===== src/hw/rtl/hsv2rgb_pkg.sv =====
// ----------------------------------------------------------------------------
// HSV to RGB package
// Shared constants and the word types passed between pipeline stages.
// ----------------------------------------------------------------------------
package hsv2rgb_pkg;

  localparam int unsigned HueWidth   = 16;
  localparam int unsigned FixWidth   = 10;
  localparam int unsigned ChanWidth  = 8;
  localparam int unsigned BiasWidth  = HueWidth + 1;
  localparam int unsigned QuotWidth  = 11;
  localparam int unsigned RemWidth   = 6;
  localparam int unsigned UnitWidth  = 9;
  localparam int unsigned SecWidth   = 3;
  localparam int unsigned TermWidth  = 14;
  localparam int unsigned NumWidth   = 22;
  localparam int unsigned ScaleWidth = 14;

  localparam int unsigned InDataWidth  = 40;
  localparam int unsigned OutDataWidth = 24;

  // 92 full turns, enough to lift any 16-bit hue above zero.
  localparam logic [BiasWidth:0]   HueBias   = 18'd33120;
  localparam logic [BiasWidth-1:0] Div60Mul  = 17'd69906;
  localparam int unsigned          Div60Shift = 22;
  localparam logic [QuotWidth-1:0] Div6Mul   = 11'd1366;
  localparam int unsigned          Div6Shift = 13;
  localparam logic [14:0]          Chan60Mul = 15'd17477;
  localparam int unsigned          Chan60Shift = 20;

  localparam logic [UnitWidth-1:0] FixOne    = 9'd256;
  localparam logic [RemWidth-1:0]  Sector    = 6'd60;
  localparam logic [TermWidth-1:0] FullTerm  = 14'd15360;

  localparam logic [SecWidth-1:0] SecRedYel = 3'd0;
  localparam logic [SecWidth-1:0] SecYelGrn = 3'd1;
  localparam logic [SecWidth-1:0] SecGrnCyn = 3'd2;
  localparam logic [SecWidth-1:0] SecCynBlu = 3'd3;
  localparam logic [SecWidth-1:0] SecBluMag = 3'd4;
  localparam logic [SecWidth-1:0] SecMagRed = 3'd5;

  typedef struct packed {
    logic signed [HueWidth-1:0] hue_deg;
    logic signed [FixWidth-1:0] saturation;
    logic signed [FixWidth-1:0] brightness;
  } pixel_t;

  typedef struct packed {
    logic [QuotWidth-1:0] quot;
    logic [RemWidth-1:0]  rem;
    logic [UnitWidth-1:0] sat;
    logic [UnitWidth-1:0] val;
  } split_t;

  typedef struct packed {
    logic [SecWidth-1:0]  sector;
    logic [UnitWidth-1:0] val;
    logic [TermWidth-1:0] term_p;
    logic [TermWidth-1:0] term_q;
    logic [TermWidth-1:0] term_t;
  } terms_t;

  typedef struct packed {
    logic [SecWidth-1:0] sector;
    logic [NumWidth-1:0] num_v;
    logic [NumWidth-1:0] num_p;
    logic [NumWidth-1:0] num_q;
    logic [NumWidth-1:0] num_t;
  } nums_t;

  typedef struct packed {
    logic [ChanWidth-1:0] blue;
    logic [ChanWidth-1:0] green;
    logic [ChanWidth-1:0] red;
  } rgb_t;

  function automatic logic [UnitWidth-1:0] clamp_unit(logic signed [FixWidth-1:0] x);
    logic [UnitWidth-1:0] res;
    res = x[UnitWidth-1:0];
    if (x[FixWidth-1]) begin
      res = '0;
    end else if (x > $signed({1'b0, FixOne})) begin
      res = FixOne;
    end
    return res;
  endfunction

endpackage


===== src/hw/rtl/hsv_to_rgb_converter_unit.sv =====
// ----------------------------------------------------------------------------
// HSV to RGB converter
// Channel   Direction  Word contents
// s_axis    in         hue_deg[15:0], saturation[25:16], brightness[35:26]
// m_axis    out        red[7:0], green[15:8], blue[23:16]
//
// A pixel word passes through the four register stages in order: hue split,
// sector and terms, value products, channel scaling; the last is the output
// register. One word is accepted per cycle unless a stall reaches the input.
// Reset clears only the stage valid bits. A stall at the output holds the full
// stages from the output back to the first empty one; stages behind a gap still
// advance and the input still takes new words while any stage is empty.
// ----------------------------------------------------------------------------
module hsv_to_rgb_converter_unit (
  input  logic                                 clk_i,
  input  logic                                 rst_ni,
  input  logic                                 s_axis_tvalid_i,
  output logic                                 s_axis_tready_o,
  // hue_deg, saturation, brightness from bit 0 up; bits 39:36 zero.
  input  logic [hsv2rgb_pkg::InDataWidth-1:0]  s_axis_tdata_i,
  output logic                                 m_axis_tvalid_o,
  input  logic                                 m_axis_tready_i,
  // red, green, blue from bit 0 up.
  output logic [hsv2rgb_pkg::OutDataWidth-1:0] m_axis_tdata_o
);

  hsv2rgb_pkg::pixel_t  pix;
  hsv2rgb_pkg::split_t  split_w;
  hsv2rgb_pkg::terms_t  terms_w;
  hsv2rgb_pkg::nums_t   nums_w;
  hsv2rgb_pkg::rgb_t    rgb_w;
  logic                 split_valid, split_ready;
  logic                 terms_valid, terms_ready;
  logic                 nums_valid, nums_ready;

  assign pix.hue_deg    = s_axis_tdata_i[15:0];
  assign pix.saturation = s_axis_tdata_i[25:16];
  assign pix.brightness = s_axis_tdata_i[35:26];

  hsv2rgb_wrap u_wrap (
    .clk_i   (clk_i),
    .rst_ni  (rst_ni),
    .valid_i (s_axis_tvalid_i),
    .ready_o (s_axis_tready_o),
    .data_i  (pix),
    .valid_o (split_valid),
    .ready_i (split_ready),
    .data_o  (split_w)
  );

  hsv2rgb_terms u_terms (
    .clk_i   (clk_i),
    .rst_ni  (rst_ni),
    .valid_i (split_valid),
    .ready_o (split_ready),
    .data_i  (split_w),
    .valid_o (terms_valid),
    .ready_i (terms_ready),
    .data_o  (terms_w)
  );

  hsv2rgb_mult u_mult (
    .clk_i   (clk_i),
    .rst_ni  (rst_ni),
    .valid_i (terms_valid),
    .ready_o (terms_ready),
    .data_i  (terms_w),
    .valid_o (nums_valid),
    .ready_i (nums_ready),
    .data_o  (nums_w)
  );

  hsv2rgb_chan u_chan (
    .clk_i   (clk_i),
    .rst_ni  (rst_ni),
    .valid_i (nums_valid),
    .ready_o (nums_ready),
    .data_i  (nums_w),
    .valid_o (m_axis_tvalid_o),
    .ready_i (m_axis_tready_i),
    .data_o  (rgb_w)
  );

  assign m_axis_tdata_o = {rgb_w.blue, rgb_w.green, rgb_w.red};

endmodule


===== src/hw/rtl/hsv2rgb_wrap.sv =====
// ----------------------------------------------------------------------------
// HSV to RGB hue split stage
// Splits the biased hue into a count of 60-degree steps and the remainder,
// and clamps saturation and value to the unit range.
// ----------------------------------------------------------------------------
module hsv2rgb_wrap (
  input  logic                  clk_i,
  input  logic                  rst_ni,
  input  logic                  valid_i,
  output logic                  ready_o,
  input  hsv2rgb_pkg::pixel_t   data_i,
  output logic                  valid_o,
  input  logic                  ready_i,
  output hsv2rgb_pkg::split_t   data_o
);

  logic                                    valid_q;
  hsv2rgb_pkg::split_t                     data_d, data_q;
  logic [hsv2rgb_pkg::BiasWidth:0]         hue_sum;
  logic [hsv2rgb_pkg::BiasWidth-1:0]       hue_pos;
  logic [2*hsv2rgb_pkg::BiasWidth-1:0]     quot_prod;
  logic [hsv2rgb_pkg::BiasWidth-1:0]       quot_ext;
  logic [hsv2rgb_pkg::BiasWidth-1:0]       rem_full;

  assign ready_o = !valid_q || ready_i;

  always_comb begin
    hue_sum   = {{2{data_i.hue_deg[hsv2rgb_pkg::HueWidth-1]}}, data_i.hue_deg}
                + hsv2rgb_pkg::HueBias;
    hue_pos   = hue_sum[hsv2rgb_pkg::BiasWidth-1:0];
    quot_prod = hue_pos * hsv2rgb_pkg::Div60Mul;
    data_d.quot = quot_prod[hsv2rgb_pkg::Div60Shift +: hsv2rgb_pkg::QuotWidth];
    quot_ext  = {{(hsv2rgb_pkg::BiasWidth-hsv2rgb_pkg::QuotWidth){1'b0}}, data_d.quot};
    rem_full  = hue_pos - hsv2rgb_pkg::BiasWidth'(quot_ext * hsv2rgb_pkg::Sector);
    data_d.rem = rem_full[hsv2rgb_pkg::RemWidth-1:0];
    data_d.sat = hsv2rgb_pkg::clamp_unit(data_i.saturation);
    data_d.val = hsv2rgb_pkg::clamp_unit(data_i.brightness);
  end

  always_ff @(posedge clk_i or negedge rst_ni) begin
    if (!rst_ni) begin
      valid_q <= 1'b0;
    end else if (ready_o) begin
      valid_q <= valid_i;
    end
  end

  always_ff @(posedge clk_i) begin
    if (ready_o && valid_i) begin
      data_q <= data_d;
    end
  end

  assign valid_o = valid_q;
  assign data_o  = data_q;

endmodule


===== src/hw/rtl/hsv2rgb_terms.sv =====
// ----------------------------------------------------------------------------
// HSV to RGB term stage
// Reduces the step count to a sector 0..5 and forms the p, q and t factors
// over a common scale of 256*60.
// ----------------------------------------------------------------------------
module hsv2rgb_terms (
  input  logic                  clk_i,
  input  logic                  rst_ni,
  input  logic                  valid_i,
  output logic                  ready_o,
  input  hsv2rgb_pkg::split_t   data_i,
  output logic                  valid_o,
  input  logic                  ready_i,
  output hsv2rgb_pkg::terms_t   data_o
);

  logic                                    valid_q;
  hsv2rgb_pkg::terms_t                     data_d, data_q;
  logic [2*hsv2rgb_pkg::QuotWidth-1:0]     div6_prod;
  logic [hsv2rgb_pkg::QuotWidth-1:0]       div6_quot;
  logic [hsv2rgb_pkg::QuotWidth-1:0]       sec_full;
  logic [hsv2rgb_pkg::RemWidth-1:0]        rem_inv;
  logic [hsv2rgb_pkg::TermWidth:0]         sat_rem;
  logic [hsv2rgb_pkg::TermWidth:0]         sat_inv;
  logic [hsv2rgb_pkg::TermWidth:0]         p_full;
  logic [hsv2rgb_pkg::UnitWidth-1:0]       sat_cmp;

  assign ready_o = !valid_q || ready_i;

  always_comb begin
    div6_prod = data_i.quot * hsv2rgb_pkg::Div6Mul;
    div6_quot = div6_prod[hsv2rgb_pkg::Div6Shift +: hsv2rgb_pkg::QuotWidth];
    sec_full  = data_i.quot - hsv2rgb_pkg::QuotWidth'(div6_quot * 4'd6);
    rem_inv   = hsv2rgb_pkg::Sector - data_i.rem;
    sat_rem   = data_i.sat * data_i.rem;
    sat_inv   = data_i.sat * rem_inv;
    sat_cmp   = hsv2rgb_pkg::FixOne - data_i.sat;
    p_full    = sat_cmp * hsv2rgb_pkg::Sector;
    data_d.sector = sec_full[hsv2rgb_pkg::SecWidth-1:0];
    data_d.val    = data_i.val;
    data_d.term_p = p_full[hsv2rgb_pkg::TermWidth-1:0];
    data_d.term_q = hsv2rgb_pkg::FullTerm - sat_rem[hsv2rgb_pkg::TermWidth-1:0];
    data_d.term_t = hsv2rgb_pkg::FullTerm - sat_inv[hsv2rgb_pkg::TermWidth-1:0];
  end

  always_ff @(posedge clk_i or negedge rst_ni) begin
    if (!rst_ni) begin
      valid_q <= 1'b0;
    end else if (ready_o) begin
      valid_q <= valid_i;
    end
  end

  always_ff @(posedge clk_i) begin
    if (ready_o && valid_i) begin
      data_q <= data_d;
    end
  end

  assign valid_o = valid_q;
  assign data_o  = data_q;

endmodule


===== src/hw/rtl/hsv2rgb_mult.sv =====
// ----------------------------------------------------------------------------
// HSV to RGB product stage
// Scales the value, p, q and t factors by the clamped value.
// ----------------------------------------------------------------------------
module hsv2rgb_mult (
  input  logic                  clk_i,
  input  logic                  rst_ni,
  input  logic                  valid_i,
  output logic                  ready_o,
  input  hsv2rgb_pkg::terms_t   data_i,
  output logic                  valid_o,
  input  logic                  ready_i,
  output hsv2rgb_pkg::nums_t    data_o
);

  localparam int unsigned ProdWidth = hsv2rgb_pkg::UnitWidth + hsv2rgb_pkg::TermWidth;

  logic                    valid_q;
  hsv2rgb_pkg::nums_t      data_d, data_q;
  logic [ProdWidth-1:0]    prod_v, prod_p, prod_q, prod_t;

  assign ready_o = !valid_q || ready_i;

  always_comb begin
    prod_v = data_i.val * hsv2rgb_pkg::FullTerm;
    prod_p = data_i.val * data_i.term_p;
    prod_q = data_i.val * data_i.term_q;
    prod_t = data_i.val * data_i.term_t;
    data_d.sector = data_i.sector;
    data_d.num_v  = prod_v[hsv2rgb_pkg::NumWidth-1:0];
    data_d.num_p  = prod_p[hsv2rgb_pkg::NumWidth-1:0];
    data_d.num_q  = prod_q[hsv2rgb_pkg::NumWidth-1:0];
    data_d.num_t  = prod_t[hsv2rgb_pkg::NumWidth-1:0];
  end

  always_ff @(posedge clk_i or negedge rst_ni) begin
    if (!rst_ni) begin
      valid_q <= 1'b0;
    end else if (ready_o) begin
      valid_q <= valid_i;
    end
  end

  always_ff @(posedge clk_i) begin
    if (ready_o && valid_i) begin
      data_q <= data_d;
    end
  end

  assign valid_o = valid_q;
  assign data_o  = data_q;

endmodule


===== src/hw/rtl/hsv2rgb_chan.sv =====
// ----------------------------------------------------------------------------
// HSV to RGB channel stage
// Turns each numerator into an 8-bit channel and routes the four channels to
// red, green and blue by sector. This stage is the output register.
// ----------------------------------------------------------------------------
module hsv2rgb_chan (
  input  logic                  clk_i,
  input  logic                  rst_ni,
  input  logic                  valid_i,
  output logic                  ready_o,
  input  hsv2rgb_pkg::nums_t    data_i,
  output logic                  valid_o,
  input  logic                  ready_i,
  output hsv2rgb_pkg::rgb_t     data_o
);

  localparam int unsigned WideWidth = hsv2rgb_pkg::NumWidth + 8;

  logic                                    valid_q;
  hsv2rgb_pkg::rgb_t                       data_d, data_q;
  logic [hsv2rgb_pkg::ChanWidth-1:0]       ch_v, ch_p, ch_q, ch_t;

  // floor(n * 255 / (65536 * 60)), with the division by 60 done by reciprocal.
  function automatic logic [hsv2rgb_pkg::ChanWidth-1:0] to_chan(
    logic [hsv2rgb_pkg::NumWidth-1:0] num
  );
    logic [WideWidth-1:0]                    wide;
    logic [hsv2rgb_pkg::ScaleWidth-1:0]      mid;
    logic [hsv2rgb_pkg::ScaleWidth+14:0]     prod;
    wide = {num, 8'd0} - {8'd0, num};
    mid  = wide[16 +: hsv2rgb_pkg::ScaleWidth];
    prod = mid * hsv2rgb_pkg::Chan60Mul;
    return prod[hsv2rgb_pkg::Chan60Shift +: hsv2rgb_pkg::ChanWidth];
  endfunction

  assign ready_o = !valid_q || ready_i;

  always_comb begin
    ch_v = to_chan(data_i.num_v);
    ch_p = to_chan(data_i.num_p);
    ch_q = to_chan(data_i.num_q);
    ch_t = to_chan(data_i.num_t);
    unique case (data_i.sector)
      hsv2rgb_pkg::SecYelGrn: begin
        data_d.red = ch_q; data_d.green = ch_v; data_d.blue = ch_p;
      end
      hsv2rgb_pkg::SecGrnCyn: begin
        data_d.red = ch_p; data_d.green = ch_v; data_d.blue = ch_t;
      end
      hsv2rgb_pkg::SecCynBlu: begin
        data_d.red = ch_p; data_d.green = ch_q; data_d.blue = ch_v;
      end
      hsv2rgb_pkg::SecBluMag: begin
        data_d.red = ch_t; data_d.green = ch_p; data_d.blue = ch_v;
      end
      hsv2rgb_pkg::SecMagRed: begin
        data_d.red = ch_v; data_d.green = ch_p; data_d.blue = ch_q;
      end
      default: begin
        data_d.red = ch_v; data_d.green = ch_t; data_d.blue = ch_p;
      end
    endcase
  end

  always_ff @(posedge clk_i or negedge rst_ni) begin
    if (!rst_ni) begin
      valid_q <= 1'b0;
    end else if (ready_o) begin
      valid_q <= valid_i;
    end
  end

  always_ff @(posedge clk_i) begin
    if (ready_o && valid_i) begin
      data_q <= data_d;
    end
  end

  assign valid_o = valid_q;
  assign data_o  = data_q;

endmodule


===== config.mk =====
export PLATFORM = sky130hd
export DESIGN_NAME = hsv_to_rgb_converter_unit
export DESIGN_NICKNAME = d
export VERILOG_FILES = /design/src/hw/rtl/hsv2rgb_pkg.sv /design/src/hw/rtl/hsv_to_rgb_converter_unit.sv /design/src/hw/rtl/hsv2rgb_wrap.sv /design/src/hw/rtl/hsv2rgb_terms.sv /design/src/hw/rtl/hsv2rgb_mult.sv /design/src/hw/rtl/hsv2rgb_chan.sv
export SDC_FILE = /design/constraint.sdc
export NUM_CORES = 1
export LEC_CHECK = 0
export BUFFER_PORTS_ARGS = -buffer_cell sky130_fd_sc_hd__buf_2
export CORE_MARGIN = 4
export CORE_UTILIZATION = 35
export CTS_BUF_LIST = sky130_fd_sc_hd__clkbuf_16
export DETAILED_ROUTE_END_ITERATION = 6
export PLACE_DENSITY = 0.52
export RECOVER_POWER = 25
export SETUP_SLACK_MARGIN = 0.3
export SYNTH_ARGS = -nofsm -noshare
export SYNTH_HDL_FRONTEND = slang
export SYNTH_SLANG_ARGS = --single-unit

===== constraint.sdc =====
create_clock -name clk_i -period 8.85 [get_ports clk_i]
set_input_delay 0.885 -clock clk_i [delete_from_list [all_inputs] [get_ports clk_i]]
set_output_delay 0.885 -clock clk_i [all_outputs]
set_load 0.005 [all_outputs]

==> flow_metrics.tcl <==
set metrics [dict create \
    status "finished, violations left" \
    violations "capacitance limit, slew limit" \
    synth-async-reset-ratio_pct 2.84 \
    synth-edff-count 137 \
    slowest_delay_ns 0.48 \
    fp.coreArea_um2 68700 \
    grt_pass1_wl_um 85100 \
    io_pins 70 \
    fillerInstances 6960 \
    place_inst 3424 \
    tightest_slew_ns 1.80 \
    dp_hpwl_um 40700 \
    nNetsFinal 3339 \
    die_w_um 272 \
    gp_congestion 0.847 \
    ys_seq_area_share_pct 17.3 \
    diodes 0 \
    r2r-end "u_chan.data_o[13]" \
    final_util_pct 38.4 \
    port_buffers 65 \
    post-cts-setup-buffer-count 0 \
    path_common_cell "inv_1" \
    wl_met2_um 23200 \
    drive_above_1_share_pct 4.91 \
    min_period_ns 7.49 \
    cts_tree "built" \
    antenna_found_initial 0 \
    rsz0062_at_grt "false" \
    ys_seq_elements 141 \
    clock_latency_ns 0.47 \
    synth_warnings 0 \
    m1WireLength_um 22700 \
    std_cell_rows 96 \
    ff2ff_path_depth 30 \
    r2r-start "u_mult.data_o[10]" \
    grt_max_degree 55 \
    slew_headroom_pct -20.0 \
    ant_nets 0 \
    finalSetupViolations 0 \
    cp_slowest_cell "fa_1" \
    finalNonFillerCells 3455 \
    cts-root-buf "clkbuf_16" \
    holdBufCountCts 0 \
    start_util_pct 35.4 \
    wl_met3_um 1260 \
    numCtsBuffers 17 \
    cp.required_ns 9.07 \
    syn2layout_area_growth_pct 8.31 \
    grt_usage_pct 13.8 \
    arrival_ns 7.71 \
    dieArea_um2 73800 \
    drt_wl_total_um 47900 \
    crit_path_max_fanout 4 \
    cts_resized 0 \
    clock_sinks 141 \
    drv_cap 2 \
    max-clock-path-buffers 2 \
    setup_tns_ns 0 \
    critPathKind "reg -> reg" \
    drt_iter0_markers 621 \
    slew_violations 66 \
    grt-ovfl-total 0 \
    clkSlewWorstSetupHoldPaths_ns 0.06 \
    htree_levels 4 \
    finalHoldViolCount 0 \
    first_pass_iters 5 \
    vias_per_cell 4.75 \
    r2r_setup_slack_ns 1.36 \
    syn_area_um2 24300 \
    vias 16424 \
    highest_layer "met4" \
    netlist_instances 2463 \
    worstSetupEndpointType "flip-flop" \
    fp.dieH_um 272 \
    ys.flop_type "edfxtp_1" \
    route.detailed.drc 0 \
    grt_pass1_vias 17837 \
    syn_avg_cell_area_um2 9.88 \
    synth_nets 3290 \
    wl_per_cell_um 13.9 \
    hold_path.class "in -> async" \
    finClkSkew_ns 0.0142 \
    startpoint_type "flip-flop" \
    setup_slack_ns 1.36 \
    period_share_pct 84.7 \
    synth.distinct_cells 72 \
    pre_cts_ws_ns 1.25 \
    max_freq_mhz 133 \
]
flip-flops by register name, indices dropped and copies added, names as in the netlist:
name             count
u_mult.valid_o       1
u_terms.valid_o      1
u_terms.data_o      35
u_chan.data_o       24
u_wrap.data_o       24
u_chan.valid_o       1
u_wrap.valid_o       1
u_mult.data_o       54
area by class of cell:
| type | instances | area (um^2) | share of cell area (%) |
|---|---|---|---|
| inverters | 464 | 1740 | 6.61 |
| clock buffers | 17 | 425 | 1.61 |
| multi-input cells | 1810 | 18200 | 69.1 |
| flip-flops and latches | 141 | 4210 | 16.0 |
| clock inverters | 14 | 201 | 0.764 |
| well taps | 931 | 1160 | 4.42 |
| repair buffers | 78 | 408 | 1.55 |
cells in the final DEF, fill, tap and decap left out, types with 46 or more instances in the layout:
cell type,n
a21oi_1,68
and2_1,120
buf_2,62
edfxtp_1,137
fa_1,291
ha_1,492
inv_1,466
nand2_1,224
nor2_1,85
o21ai_0,46
xnor2_1,120
worst max-delay path: cells and delay by family, from the launching register on:
family / cells / cell delay, ns
AO/OA/AOI/OAI: 11 / 2.68
XOR/XNOR: 2 / 0.48
adder cells (fa/ha/maj): 7 / 2.29
buffers and inverters: 5 / 0.30
flip-flops: 1 / 0.43
AND/OR/NAND/NOR: 5 / 1.05
through the flow:
step	hold slack (ns)	area (um^2)
5_1_grt	0.234	26400
3_3_place_gp	0.407	25700
4_1_cts	0.176	26400
2_1_floorplan	0.400	24300
3_5_place_dp	0.405	25700
6_report	0.250	26400
cells by family after synthesis:
group | share of synthesized area, %
AOI/OAI and AO/OA | 7.34
muxes | 0.0823
xor gates and xnor gates | 5.94
adders and majority gates | 49.2
and+or+nand+nor | 12.2
buffers and inverters | 7.90
DFF | 17.3
routing by layer:
metal	up-vias	track usage, %
li1	8150	-
met1	8033	18.1
met2	189	24.1
met3	52	2.16
met4	0	3.31
met5	-	0
synthesized netlist by cell type, drive strengths merged, types with 4 or more instances:
master	instances	share of area [%]
and2	137	3.5
fa	291	24
nand2	224	3.5
a21o	36	1.1
ha	492	25
nor4	7	0.21
a31oi	8	0.29
dfrtp	4	0.41
xor2	40	1.4
nor2	85	1.3
nor3b	4	0.12
inv	464	7.2
nor3	32	0.66
or2	7	0.18
o2111ai	5	0.18
o21a	15	0.46
clkbuf	47	0.72
edfxtp	137	17
nand2b	10	0.26
and3	9	0.23
a21oi	68	1.4
a2111oi	6	0.29
o21bai	18	0.56
o311ai	4	0.14
nand4	18	0.46
nand3	29	0.60
nor2b	21	0.55
o211ai	5	0.17
o21ai	46	0.95
xnor2	122	4.5
a21boi	8	0.25
a211o	7	0.25
or4	6	0.22
or3	11	0.32
o31ai	5	0.17
worst max path at each step:
stage | from | end | slack, ns
after floorplan | s_axis_tdata_i[5] | u_wrap.data_o[23] | 2.03
after global placement | s_axis_tdata_i[5] | u_wrap.data_o[23] | 1.33
after detailed placement | s_axis_tdata_i[5] | u_wrap.data_o[23] | 1.25
after CTS | u_mult.data_o[10] | u_chan.data_o[13] | 1.35
after global routing | u_mult.data_o[10] | u_chan.data_o[13] | 0.93
final | u_mult.data_o[10] | u_chan.data_o[13] | 1.36
Power is left out: the tool's default activity adds up to more than one toggle a clock period on the data nets, which glitch-free logic cannot reach.
